## src/sv/wsa_pkg.sv

```systemverilog
`default_nettype none
package wsa_pkg;

   localparam int MAX_CHILDREN_DEF = 16;

   localparam int COORD_W    = 16;
   localparam int CELL_W     = 8;
   localparam int STRETCH_W  = 16;
   localparam int CELLS_W    = 12;
   localparam int INDEX_W    = 6;
   localparam int START_W    = 17;
   localparam int OUT_SIZE_W = 16;
   localparam int SIZE_W     = CELLS_W + CELL_W;
   localparam int PROD_W     = COORD_W + STRETCH_W;
   localparam int DIV_STEPS  = COORD_W;
   localparam int DCNT_W     = $clog2(DIV_STEPS);
   localparam int CSR_IDX_W  = 3;
   localparam int CSR_DATA_W = 16;

   typedef enum logic [CSR_IDX_W-1:0] {
      REG_REGION_X      = 3'd0,
      REG_REGION_Y      = 3'd1,
      REG_REGION_WIDTH  = 3'd2,
      REG_REGION_HEIGHT = 3'd3,
      REG_CELL_WIDTH    = 3'd4,
      REG_CELL_HEIGHT   = 3'd5,
      REG_SPLIT_HORIZ   = 3'd6
   } reg_index_type;

   typedef struct packed {
      logic [STRETCH_W-1:0] stretch_weight;
      logic [CELLS_W-1:0]   min_cells;
      logic [CELLS_W-1:0]   max_cells;
      logic [CELLS_W-1:0]   fixed_cells;
   } slot_type;

   typedef enum logic [4:0] {
      S_LOAD, S_SUM_RD, S_SUM_ACC, S_SUM_END,
      S_SZ_RD, S_SZ_MUL, S_SZ_DIV, S_SZ_FIN,
      S_ADJ_CHK, S_ADJ_RD, S_ADJ_WR, S_FILL_RD, S_FILL_WR,
      S_EMIT_INIT, S_EMIT_RD, S_EMIT_LD, S_EMIT_OUT
   } state_type;

   typedef struct packed {
      logic idle;
      logic load;
      logic sum_acc;
      logic sum_end;
      logic sz_mul;
      logic sz_div;
      logic sz_fin;
      logic adj_chk;
      logic adj_wr;
      logic fill_wr;
      logic emit_init;
      logic emit_ld;
      logic emit_next;
   } cmd_type;

   typedef struct packed {
      logic idx_last;
      logic div_done;
      logic over;
      logic under;
      logic adj_stop;
   } status_type;

endpackage
`default_nettype wire

```

## src/sv/wsa_ram.sv

```systemverilog
`default_nettype none
module wsa_ram #(
   parameter int WIDTH = 8,
   parameter int DEPTH = 16
) (
   input  wire logic                                  clock,
   input  wire logic                                  wr_en,
   input  wire logic [(DEPTH > 1 ? $clog2(DEPTH) : 1)-1:0] wr_addr,
   input  wire logic [WIDTH-1:0]                      wr_data,
   input  wire logic [(DEPTH > 1 ? $clog2(DEPTH) : 1)-1:0] rd_addr,
   output logic      [WIDTH-1:0]                      rd_data
);
   logic [WIDTH-1:0] mem_ff [DEPTH];

   always_ff @(posedge clock) begin
      if (wr_en) begin
         mem_ff[wr_addr] <= wr_data;
      end
      rd_data <= mem_ff[rd_addr];
   end
endmodule
`default_nettype wire

```

## src/sv/wsa_ctrl.sv

```systemverilog
`default_nettype none
module wsa_ctrl (
   input  wire logic                clock,
   input  wire logic                reset,
   input  wire logic                req_valid,
   input  wire logic                req_last_child,
   input  wire logic                rsp_ready,
   output logic                     req_ready,
   output wsa_pkg::cmd_type         cmd,
   input  wire wsa_pkg::status_type status
);
   wsa_pkg::state_type state_ff, state_in;

   always_ff @(posedge clock) begin
      if (reset) begin
         state_ff <= wsa_pkg::S_LOAD;
      end else begin
         state_ff <= state_in;
      end
   end

   always_comb begin
      state_in  = state_ff;
      cmd       = '0;
      req_ready = 1'b0;
      case (state_ff)
         wsa_pkg::S_LOAD: begin
            req_ready = 1'b1;
            cmd.idle  = 1'b1;
            if (req_valid) begin
               cmd.load = 1'b1;
               if (req_last_child) state_in = wsa_pkg::S_SUM_RD;
            end
         end
         wsa_pkg::S_SUM_RD: state_in = wsa_pkg::S_SUM_ACC;
         wsa_pkg::S_SUM_ACC: begin
            cmd.sum_acc = 1'b1;
            state_in = status.idx_last ? wsa_pkg::S_SUM_END : wsa_pkg::S_SUM_RD;
         end
         wsa_pkg::S_SUM_END: begin
            cmd.sum_end = 1'b1;
            state_in = wsa_pkg::S_SZ_RD;
         end
         wsa_pkg::S_SZ_RD: state_in = wsa_pkg::S_SZ_MUL;
         wsa_pkg::S_SZ_MUL: begin
            cmd.sz_mul = 1'b1;
            state_in = wsa_pkg::S_SZ_DIV;
         end
         wsa_pkg::S_SZ_DIV: begin
            cmd.sz_div = 1'b1;
            if (status.div_done) state_in = wsa_pkg::S_SZ_FIN;
         end
         wsa_pkg::S_SZ_FIN: begin
            cmd.sz_fin = 1'b1;
            state_in = status.idx_last ? wsa_pkg::S_ADJ_CHK : wsa_pkg::S_SZ_RD;
         end
         wsa_pkg::S_ADJ_CHK: begin
            cmd.adj_chk = 1'b1;
            if (status.over) begin
               state_in = wsa_pkg::S_ADJ_RD;
            end else if (status.under) begin
               state_in = wsa_pkg::S_FILL_RD;
            end else begin
               state_in = wsa_pkg::S_EMIT_INIT;
            end
         end
         wsa_pkg::S_ADJ_RD: state_in = wsa_pkg::S_ADJ_WR;
         wsa_pkg::S_ADJ_WR: begin
            cmd.adj_wr = 1'b1;
            state_in = status.adj_stop ? wsa_pkg::S_EMIT_INIT : wsa_pkg::S_ADJ_RD;
         end
         wsa_pkg::S_FILL_RD: state_in = wsa_pkg::S_FILL_WR;
         wsa_pkg::S_FILL_WR: begin
            cmd.fill_wr = 1'b1;
            state_in = wsa_pkg::S_EMIT_INIT;
         end
         wsa_pkg::S_EMIT_INIT: begin
            cmd.emit_init = 1'b1;
            state_in = wsa_pkg::S_EMIT_RD;
         end
         wsa_pkg::S_EMIT_RD: state_in = wsa_pkg::S_EMIT_LD;
         wsa_pkg::S_EMIT_LD: begin
            cmd.emit_ld = 1'b1;
            state_in = wsa_pkg::S_EMIT_OUT;
         end
         wsa_pkg::S_EMIT_OUT: begin
            if (rsp_ready) begin
               cmd.emit_next = 1'b1;
               state_in = status.idx_last ? wsa_pkg::S_LOAD : wsa_pkg::S_EMIT_RD;
            end
         end
         default: state_in = wsa_pkg::S_LOAD;
      endcase
   end
endmodule
`default_nettype wire

```

## src/sv/wsa_datapath.sv

```systemverilog
`default_nettype none
module wsa_datapath #(
   parameter int MAX_CHILDREN = wsa_pkg::MAX_CHILDREN_DEF
) (
   input  wire logic                             clock,
   input  wire logic                             reset,
   input  wire wsa_pkg::cmd_type                 cmd,
   output wsa_pkg::status_type                   status,
   input  wire logic                             csr_write_enable,
   input  wire logic [wsa_pkg::CSR_IDX_W-1:0]    csr_index,
   input  wire logic [wsa_pkg::CSR_DATA_W-1:0]   csr_write_data,
   input  wire logic [wsa_pkg::STRETCH_W-1:0]    req_stretch_weight,
   input  wire logic [wsa_pkg::CELLS_W-1:0]      req_min_cells,
   input  wire logic [wsa_pkg::CELLS_W-1:0]      req_max_cells,
   input  wire logic [wsa_pkg::CELLS_W-1:0]      req_fixed_cells,
   output logic                                  rsp_valid,
   output logic      [wsa_pkg::INDEX_W-1:0]      rsp_child_index,
   output logic      [wsa_pkg::START_W-1:0]      rsp_span_start,
   output logic      [wsa_pkg::OUT_SIZE_W-1:0]   rsp_span_size,
   output logic                                  rsp_last_result
);
   localparam int IDX_W  = (MAX_CHILDREN > 1) ? $clog2(MAX_CHILDREN) : 1;
   localparam int CNT_W  = $clog2(MAX_CHILDREN + 1);
   localparam int TW_W   = wsa_pkg::STRETCH_W + $clog2(MAX_CHILDREN);
   localparam int TOT_W  = wsa_pkg::SIZE_W + $clog2(MAX_CHILDREN);
   localparam int SLOT_W = $bits(wsa_pkg::slot_type);
   localparam int SW     = wsa_pkg::SIZE_W;
   localparam int QW     = wsa_pkg::DIV_STEPS;

   // configuration
   logic [wsa_pkg::COORD_W-1:0] region_x_ff, region_y_ff, region_w_ff, region_h_ff;
   logic [wsa_pkg::CELL_W-1:0]  cell_w_ff, cell_h_ff;
   logic                        horiz_ff;

   always_ff @(posedge clock) begin
      if (reset) begin
         region_x_ff <= '0;
         region_y_ff <= '0;
         region_w_ff <= '0;
         region_h_ff <= '0;
         cell_w_ff   <= wsa_pkg::CELL_W'(1);
         cell_h_ff   <= wsa_pkg::CELL_W'(1);
         horiz_ff    <= 1'b1;
      end else if (csr_write_enable) begin
         case (csr_index)
            wsa_pkg::REG_REGION_X:      region_x_ff <= csr_write_data;
            wsa_pkg::REG_REGION_Y:      region_y_ff <= csr_write_data;
            wsa_pkg::REG_REGION_WIDTH:  region_w_ff <= csr_write_data;
            wsa_pkg::REG_REGION_HEIGHT: region_h_ff <= csr_write_data;
            wsa_pkg::REG_CELL_WIDTH:    cell_w_ff   <= csr_write_data[wsa_pkg::CELL_W-1:0];
            wsa_pkg::REG_CELL_HEIGHT:   cell_h_ff   <= csr_write_data[wsa_pkg::CELL_W-1:0];
            wsa_pkg::REG_SPLIT_HORIZ:   horiz_ff    <= csr_write_data[0];
            default: ;
         endcase
      end
   end

   logic [wsa_pkg::COORD_W-1:0] avail;
   logic [wsa_pkg::CELL_W-1:0]  cell_raw, cell_px;
   assign avail    = horiz_ff ? region_w_ff : region_h_ff;
   assign cell_raw = horiz_ff ? cell_w_ff : cell_h_ff;
   assign cell_px  = (cell_raw == '0) ? wsa_pkg::CELL_W'(1) : cell_raw;

   // working registers
   logic [CNT_W-1:0]           cnt_ff, cnt_in, idx_ff, idx_in, flex_ff, flex_in;
   logic                       found_ff, found_in;
   logic [TOT_W-1:0]           tf_ff, tf_in, tot_ff, tot_in, diff_ff, diff_in;
   logic [TW_W-1:0]            tw_ff, tw_in, r_ff, r_in;
   logic [wsa_pkg::COORD_W-1:0] rem_ff, rem_in;
   logic [QW-1:0]              q_ff, q_in;
   logic [wsa_pkg::DCNT_W-1:0] dcnt_ff, dcnt_in;
   logic [SW-1:0]              lo_ff, lo_in, hi_ff, hi_in;
   logic [wsa_pkg::START_W-1:0] cursor_ff, cursor_in;
   logic                       vld_ff, vld_in;
   logic [wsa_pkg::INDEX_W-1:0] oidx_ff, oidx_in;
   logic [wsa_pkg::START_W-1:0] ostart_ff, ostart_in;
   logic [wsa_pkg::OUT_SIZE_W-1:0] osize_ff, osize_in;
   logic                       olast_ff, olast_in;

   // stores
   logic [SLOT_W-1:0]  slot_rd;
   wsa_pkg::slot_type  slot, slot_wr;
   logic               slot_we;
   logic [SW-1:0]      size_rd, size_wr;
   logic               size_we;

   assign slot    = wsa_pkg::slot_type'(slot_rd);
   assign slot_wr = '{stretch_weight: req_stretch_weight, min_cells: req_min_cells,
                      max_cells: req_max_cells, fixed_cells: req_fixed_cells};
   assign slot_we = cmd.load && (cnt_ff < CNT_W'(MAX_CHILDREN));

   wsa_ram #(.WIDTH(SLOT_W), .DEPTH(MAX_CHILDREN)) u_slot_ram (
      .clock   (clock),
      .wr_en   (slot_we),
      .wr_addr (cnt_ff[IDX_W-1:0]),
      .wr_data (slot_wr),
      .rd_addr (idx_ff[IDX_W-1:0]),
      .rd_data (slot_rd)
   );

   wsa_ram #(.WIDTH(SW), .DEPTH(MAX_CHILDREN)) u_size_ram (
      .clock   (clock),
      .wr_en   (size_we),
      .wr_addr (idx_ff[IDX_W-1:0]),
      .wr_data (size_wr),
      .rd_addr (idx_ff[IDX_W-1:0]),
      .rd_data (size_rd)
   );

   // shared cell multiplier
   logic [wsa_pkg::CELLS_W-1:0] mul_cells;
   logic [SW-1:0]               mul_px;
   logic                        is_fixed;
   assign is_fixed = slot.fixed_cells != '0;
   always_comb begin
      if (cmd.sz_div) begin
         mul_cells = slot.max_cells;
      end else if (cmd.sz_mul) begin
         mul_cells = is_fixed ? slot.fixed_cells : slot.min_cells;
      end else begin
         mul_cells = slot.fixed_cells;
      end
   end
   assign mul_px = SW'(mul_cells * cell_px);

   // share product and divider step
   logic [wsa_pkg::PROD_W-1:0] prod;
   logic [TW_W:0]              dv_t;
   logic                       dv_ge;
   assign prod  = rem_ff * slot.stretch_weight;
   assign dv_t  = {r_ff, q_ff[QW-1]};
   assign dv_ge = dv_t >= {1'b0, tw_ff};

   // size selection
   logic [SW-1:0] want, capped;
   always_comb begin
      capped = SW'(q_ff);
      if (slot.max_cells != '0 && capped > hi_ff) capped = hi_ff;
      if (capped < lo_ff) capped = lo_ff;
      if (is_fixed) begin
         want = lo_ff;
      end else if (tw_ff != '0 && rem_ff != '0) begin
         want = capped;
      end else begin
         want = lo_ff;
      end
   end

   logic [TOT_W-1:0] avail_x, size_x, take, diff_left;
   assign avail_x   = TOT_W'(avail);
   assign size_x    = TOT_W'(size_rd);
   assign take      = (size_x < diff_ff) ? size_x : diff_ff;
   assign diff_left = diff_ff - take;

   logic idx_last;
   assign idx_last = (idx_ff + CNT_W'(1)) == cnt_ff;

   assign status.idx_last = idx_last;
   assign status.div_done = dcnt_ff == wsa_pkg::DCNT_W'(wsa_pkg::DIV_STEPS - 1);
   assign status.over     = tot_ff > avail_x;
   assign status.under    = (tot_ff < avail_x) && found_ff;
   assign status.adj_stop = (diff_left == '0) || (idx_ff == '0);

   always_comb begin
      cnt_in = cnt_ff;   idx_in = idx_ff;   flex_in = flex_ff; found_in = found_ff;
      tf_in = tf_ff;     tot_in = tot_ff;   diff_in = diff_ff; tw_in = tw_ff;
      r_in = r_ff;       rem_in = rem_ff;   q_in = q_ff;       dcnt_in = dcnt_ff;
      lo_in = lo_ff;     hi_in = hi_ff;     cursor_in = cursor_ff;
      vld_in = vld_ff;   oidx_in = oidx_ff; ostart_in = ostart_ff;
      osize_in = osize_ff; olast_in = olast_ff;
      size_we = 1'b0;
      size_wr = want;

      if (cmd.idle) begin
         idx_in = '0;
         tf_in  = '0;
         tw_in  = '0;
      end
      if (slot_we) cnt_in = cnt_ff + CNT_W'(1);
      if (cmd.sum_acc) begin
         if (is_fixed) begin
            tf_in = tf_ff + TOT_W'(mul_px);
         end else begin
            tw_in = tw_ff + TW_W'(slot.stretch_weight);
         end
         idx_in = idx_ff + CNT_W'(1);
      end
      if (cmd.sum_end) begin
         rem_in   = (avail_x > tf_ff) ? wsa_pkg::COORD_W'(avail_x - tf_ff) : '0;
         idx_in   = '0;
         tot_in   = '0;
         found_in = 1'b0;
      end
      if (cmd.sz_mul) begin
         r_in    = TW_W'(prod[wsa_pkg::PROD_W-1:QW]);
         q_in    = prod[QW-1:0];
         lo_in   = mul_px;
         dcnt_in = '0;
      end
      if (cmd.sz_div) begin
         r_in    = dv_ge ? TW_W'(dv_t - {1'b0, tw_ff}) : TW_W'(dv_t);
         q_in    = {q_ff[QW-2:0], dv_ge};
         dcnt_in = dcnt_ff + wsa_pkg::DCNT_W'(1);
         if (dcnt_ff == '0) hi_in = mul_px;
      end
      if (cmd.sz_fin) begin
         size_we = 1'b1;
         size_wr = want;
         tot_in  = tot_ff + TOT_W'(want);
         if (!is_fixed && slot.stretch_weight != '0) begin
            flex_in  = idx_ff;
            found_in = 1'b1;
         end
         idx_in = idx_ff + CNT_W'(1);
      end
      if (cmd.adj_chk) begin
         if (tot_ff > avail_x) begin
            diff_in = tot_ff - avail_x;
            idx_in  = cnt_ff - CNT_W'(1);
         end else begin
            diff_in = avail_x - tot_ff;
            idx_in  = flex_ff;
         end
      end
      if (cmd.adj_wr) begin
         size_we = 1'b1;
         size_wr = SW'(size_x - take);
         diff_in = diff_left;
         idx_in  = idx_ff - CNT_W'(1);
      end
      if (cmd.fill_wr) begin
         size_we = 1'b1;
         size_wr = SW'(size_x + diff_ff);
      end
      if (cmd.emit_init) begin
         idx_in    = '0;
         cursor_in = wsa_pkg::START_W'(horiz_ff ? region_x_ff : region_y_ff);
      end
      if (cmd.emit_ld) begin
         vld_in    = 1'b1;
         oidx_in   = wsa_pkg::INDEX_W'(idx_ff);
         ostart_in = cursor_ff;
         osize_in  = size_rd[wsa_pkg::OUT_SIZE_W-1:0];
         olast_in  = idx_last;
         cursor_in = cursor_ff + size_rd[wsa_pkg::START_W-1:0];
      end
      if (cmd.emit_next) begin
         vld_in = 1'b0;
         idx_in = idx_ff + CNT_W'(1);
         if (idx_last) cnt_in = '0;
      end
   end

   always_ff @(posedge clock) begin
      if (reset) begin
         cnt_ff <= '0;
         vld_ff <= 1'b0;
      end else begin
         cnt_ff <= cnt_in;
         vld_ff <= vld_in;
      end
   end

   always_ff @(posedge clock) begin
      idx_ff    <= idx_in;
      flex_ff   <= flex_in;
      found_ff  <= found_in;
      tf_ff     <= tf_in;
      tot_ff    <= tot_in;
      diff_ff   <= diff_in;
      tw_ff     <= tw_in;
      r_ff      <= r_in;
      rem_ff    <= rem_in;
      q_ff      <= q_in;
      dcnt_ff   <= dcnt_in;
      lo_ff     <= lo_in;
      hi_ff     <= hi_in;
      cursor_ff <= cursor_in;
      oidx_ff   <= oidx_in;
      ostart_ff <= ostart_in;
      osize_ff  <= osize_in;
      olast_ff  <= olast_in;
   end

   assign rsp_valid       = vld_ff;
   assign rsp_child_index = oidx_ff;
   assign rsp_span_start  = ostart_ff;
   assign rsp_span_size   = osize_ff;
   assign rsp_last_result = olast_ff;
endmodule
`default_nettype wire

```

## src/sv/weighted_span_allocator.sv

```systemverilog
// weighted span allocator: splits one axis of a region among loaded children
// req channel: one child record per beat; a beat with last_child set closes
// the batch and starts allocation. records beyond MAX_CHILDREN are dropped,
// but their last_child mark still starts allocation.
// csr port: plain write, one register per index; the user writes only while
// the block is idle, and the block itself does not enforce it.
// after the last beat: a summing pass, a sizing pass (one 16-step restoring
// divider shared by all children), a correction pass, then the rsp beats.
// rsp channel: one beat per child in load order, last_result on the final
// one. a stalled receiver holds the beat in the output register; req_ready
// stays low until the last rsp beat is taken.
// reset: config registers go to region 0, cell size 1, horizontal split;
// the batch is emptied. child stores hold no reset value.
`default_nettype none
module weighted_span_allocator #(
   parameter int MAX_CHILDREN = wsa_pkg::MAX_CHILDREN_DEF
) (
   input  wire logic                             clock,
   input  wire logic                             reset,
   input  wire logic                             csr_write_enable,
   input  wire logic [wsa_pkg::CSR_IDX_W-1:0]    csr_index,
   input  wire logic [wsa_pkg::CSR_DATA_W-1:0]   csr_write_data,
   input  wire logic                             req_valid,
   output logic                                  req_ready,
   input  wire logic [wsa_pkg::STRETCH_W-1:0]    req_stretch_weight,
   input  wire logic [wsa_pkg::CELLS_W-1:0]      req_min_cells,
   input  wire logic [wsa_pkg::CELLS_W-1:0]      req_max_cells,
   input  wire logic [wsa_pkg::CELLS_W-1:0]      req_fixed_cells,
   input  wire logic                             req_last_child,
   output logic                                  rsp_valid,
   input  wire logic                             rsp_ready,
   output logic      [wsa_pkg::INDEX_W-1:0]      rsp_child_index,
   output logic      [wsa_pkg::START_W-1:0]      rsp_span_start,
   output logic      [wsa_pkg::OUT_SIZE_W-1:0]   rsp_span_size,
   output logic                                  rsp_last_result
);
   wsa_pkg::cmd_type    cmd;
   wsa_pkg::status_type status;

   wsa_ctrl u_ctrl (
      .clock          (clock),
      .reset          (reset),
      .req_valid      (req_valid),
      .req_last_child (req_last_child),
      .rsp_ready      (rsp_ready),
      .req_ready      (req_ready),
      .cmd            (cmd),
      .status         (status)
   );

   wsa_datapath #(.MAX_CHILDREN(MAX_CHILDREN)) u_datapath (
      .clock              (clock),
      .reset              (reset),
      .cmd                (cmd),
      .status             (status),
      .csr_write_enable   (csr_write_enable),
      .csr_index          (csr_index),
      .csr_write_data     (csr_write_data),
      .req_stretch_weight (req_stretch_weight),
      .req_min_cells      (req_min_cells),
      .req_max_cells      (req_max_cells),
      .req_fixed_cells    (req_fixed_cells),
      .rsp_valid          (rsp_valid),
      .rsp_child_index    (rsp_child_index),
      .rsp_span_start     (rsp_span_start),
      .rsp_span_size      (rsp_span_size),
      .rsp_last_result    (rsp_last_result)
   );

   // no new record while a result beat is pending
   a_no_load_while_emit: assert property (@(posedge clock) disable iff (reset)
      rsp_valid |-> !req_ready)
      else $error("req_ready high while rsp beat pending");

   // a taken result beat is not shown again
   a_rsp_drops: assert property (@(posedge clock) disable iff (reset)
      (rsp_valid && rsp_ready) |=> !rsp_valid)
      else $error("rsp beat repeated");

   // last record closes the input side
   a_last_closes: assert property (@(posedge clock) disable iff (reset)
      (req_valid && req_ready && req_last_child) |=> !req_ready)
      else $error("req_ready high after last record");
endmodule
`default_nettype wire

```

## config.mk

```make
export PLATFORM = sky130hd
export DESIGN_NAME = weighted_span_allocator
export DESIGN_NICKNAME = d
export VERILOG_FILES = /design/src/sv/wsa_pkg.sv /design/src/sv/wsa_ram.sv /design/src/sv/wsa_ctrl.sv /design/src/sv/wsa_datapath.sv /design/src/sv/weighted_span_allocator.sv
export SDC_FILE = /design/constraint.sdc
export NUM_CORES = 2
export LEC_CHECK = 0
export BUFFER_PORTS_ARGS = -buffer_cell sky130_fd_sc_hd__buf_2
export CAP_MARGIN = 20
export CORE_UTILIZATION = 60
export DETAILED_ROUTE_END_ITERATION = 6
export PLACE_DENSITY = 0.76
export SYNTH_ARGS = -nofsm -noshare
export SYNTH_HDL_FRONTEND = slang
export SYNTH_HIERARCHICAL = 1
export SYNTH_SLANG_ARGS = --single-unit
```

## constraint.sdc

```tcl
create_clock -name clock -period 8.8 [get_ports clock]
set_clock_uncertainty 0.1 [all_clocks]
set_input_delay 0.44 -clock clock [delete_from_list [all_inputs] [get_ports clock]]
set_output_delay 0.44 -clock clock [all_outputs]
set_load 0.02 [all_outputs]
```

==> out/results.txt <==
The flow ran to the end, but the final reports show violations. The final reports fail on DRC. The tools report the iteration count of the initial detailed-routing pass as 7. CTS built an H-tree with a depth of 4.

VDD sags by at most 1.48 mV. The run gives 0.0908 mm² as the total non-filler cell area in the finished layout. The number of nets with antenna violations after detailed routing is 0. The overall power of the completed layout was 39.8 mW; the maximum clock path buffer count was 3. The die is 372 µm wide. Dividing total power by cell area gives a power density of 438 mW/mm². The analysis attributes to cell leakage a power of 34.0 nW. Counting stages on the worst path, the most repeated cell is fa_1. The worst path meets setup with 0.641 ns of slack. The routed layout has 52824 vias.

Each instance of the synthesized netlist takes up on average 13.3 µm². In this design, the stage delay of the slowest critical-path cell is 0.65 ns. The number of sinks on the clock net came out at 1571. The overall overflow remaining after global route is 0. Timing would allow up to 123 MHz. The via count of the first global-routing pass was 52978. In this run the count of I/O pins placed on the die edge is 119. The starting DRC count in detailed routing is 5470. TritonCTS created 158 clock buffers. Of the cells placed in the final design, the portion with a size suffix greater than 1 is 13.4%. Total routing usage reported by global routing: 31.1%. Including well taps, the total number of placed cells is 7922. The number of synthesized flops with an enable pin came out at 1362.

Setup repair after global routing left no endpoint under its margin. The cell area that synthesis handed to floorplanning was 0.0821 mm². The gate count after technology mapping was 6183; the final net count was 7127. The minimum clock period is 8.16 ns, and the clock transition at the registers of the reported paths is 0.06 ns. At the pin with the least slew margin, the transition time is 1.34 ns. After the flow finishes, the layout carries non-filler instances totaling 8303. At the placement stage, the worst setup path has a slack of 0.803 ns.

Of the synthesized area, sequential elements account for 54.9%. Type of the worst setup path: reg -> reg. The tightest hold path in the finished design has a slack of 0.0784 ns. Async set-reset flop share out of synthesis: 0%. The routed via count divided by cell count was 6.36; the post-detailed-route wirelength per cell was 25.7 µm. In the synthesized netlist the dominant register cell turns out to be edfxtp_1. In this design, the largest share of critical-path delay is due to compound AO/OA/AOI/OAI gates. In this run, distinct cell masters in the synthesized netlist total 93. At the end of routability-driven placement, the weighted congestion stood at 0.936. The final setup violation count was 0; the floorplan die height was 372 µm.

The worst setup path is launched from a register. After detailed placement, the total cell area comes to 0.0848 mm². Row generation in the floorplan step produced 135 rows.

The tools report the kind of capture point of the worst setup path as a register. The overall routed net length was 213 mm; the overall die area was 0.138 mm². Compared with the post-synthesis result, the final layout area differs by 10.5%. The run gives 136 mm as the HPWL after detailed placement. The post-route core utilization is 66.9%.

The starting utilization of the core area was 60.5%; the number of pins exceeding their max-slew limit in the final report was 0. The tools report the arrival time at the worst endpoint as 8.71 ns. The critical-path cell with the highest stage delay is dfxtp_1. The count of final hold-check violations was 0; the register bit count reported by yosys was 1571. The tree is rooted in a clkbuf_16.

For this run, design rule violations remaining after detail routing come to 2. The tools report the number of warnings reported in the yosys synthesis log as 6. The final critical path takes up 92.7% of the cycle.

The buffer and inverter count on the worst path works out to 4. The clock reaches the later pin of the worst-skew pair after 0.82 ns. The maximum fanout along the worst path is 26. TritonCTS built the clock tree. The run gives 10.6% as the headroom to the max-slew limit. The port buffer count works out to 117. The tightest min-delay check is of the in -> reg type. For the sum of negative setup slack, the log shows 0 ns. The run gives 0 as the number of maximum-capacitance constraint violations. At the worst endpoint, the required time is 9.35 ns. The slack of the worst reg-to-reg path is 0.64 ns, and the core box area is 0.136 mm².

Entering global routing, the biggest net connects 141 pins. The first global-routing pass estimated 321 mm of wire. The initial antenna violation count came out at 12.
-- synth_stat cells, drive strengths merged, types with 37 or more instances --
master  count  area share [%]
buf        70            0.60
nor4       40            0.33
xnor2     115             1.2
fa        265             6.5
edfxtp   1362              50
nand2     596             2.7
a21o       79            0.72
xor2       69            0.74
dfxtp     209             5.1
clkbuf    195            0.89
ha        406             6.2
nand3      87            0.53
mux2i      73            0.89
nor3       83            0.51
o21a       43            0.39
nand2b     44            0.34
a21oi     324             2.0
a22oi     148             1.4
nor2b      47            0.36
o31ai      37            0.34
o21ai     167             1.0
mux4      288             8.0
nor2      328             1.5
inv       500             2.3
and2      115            0.88
mux2       38            0.57
-- cells by family after synthesis --
| group | synth area share [%] |
|---|---|
| AOI/OAI and AO/OA | 8.74 |
| xor gates and xnor gates | 1.96 |
| adders and majority gates | 12.6 |
| buffers and inverters | 3.80 |
| DFF | 54.9 |
| muxes | 9.43 |
| other | 0.00457 |
| and+or+nand+nor | 8.52 |
-- flip-flops by register name, indices dropped and copies added (netlist names), 24 cells and up --
register	cells
u_datapath/u_size_ram/mem_ff	320
u_datapath/diff_ff	24
u_datapath/tot_ff	24
u_datapath/u_slot_ram/mem_ff	832
u_datapath/u_slot_ram/rd_data	52
u_datapath/tf_ff	24
-- layout by cell type (no fill, tap or decap), types with 165 or more instances in the layout --
cell type,n
dfxtp_1,208
edfxtp_1,1362
nand2_1,596
ha_1,406
nor2_1,299
inv_1,499
fa_1,265
mux4_2,272
o21ai_0,165
a21oi_1,323
-- report_power, final --
part           internal [mW]  switching [mW]
combinational           10.0            13.4
sequential              9.29           0.362
clock                   3.78            2.96
total                   23.1            16.7
-- metal layers --
metal / wire (µm) / part of all wire, % / GRT usage [%]
met3: 17700 / 8.3 / 5.05
met2: 104000 / 49 / 51.8
met1: 82300 / 39 / 40.8
met4: 8760 / 4.1 / 12.9
met5: 75 / 0.035 / 0
-- final cells by class --
cell class / count / area, µm²
diodes: 7 / 17.5
clock buffers: 207 / 4320
clock inverters: 89 / 867
fillers: 9350 / 44900
inverters: 503 / 1890
multi-input cells: 3848 / 34200
flip-flops and latches: 1571 / 45100
well taps: 1781 / 2230
repair buffers: 297 / 2160
-- worst paths after layout --
| kind | from | end | cells past startpoint |
|---|---|---|---|
| max | u_ctrl/state_ff[1] | u_datapath/tf_ff[23] | 27 |
| max reg2reg | u_ctrl/state_ff[1] | u_datapath/tf_ff[23] | 27 |
| min | csr_index[0] | u_datapath/horiz_ff | 5 |
| min reg2reg | u_datapath/region_h_ff[1] | u_datapath/region_h_ff[1] | 2 |
-- tightest hold or removal path, delay by kind of cell --
kind | cells | cell delay [ns]
buf+inv | 1 | 0.16
mux | 1 | 0.07
simple gates | 3 | 0.25
-- what timing repair did --
| item | in CTS | in global routing |
|---|---|---|
| hold buffers | 71 | 2 |
| resized for setup | 0 | 0 |
| endpoints found under the hold margin | 914 | 2 |
| buffers inserted | 0 | 0 |
(Power assumes the default switching activity.)
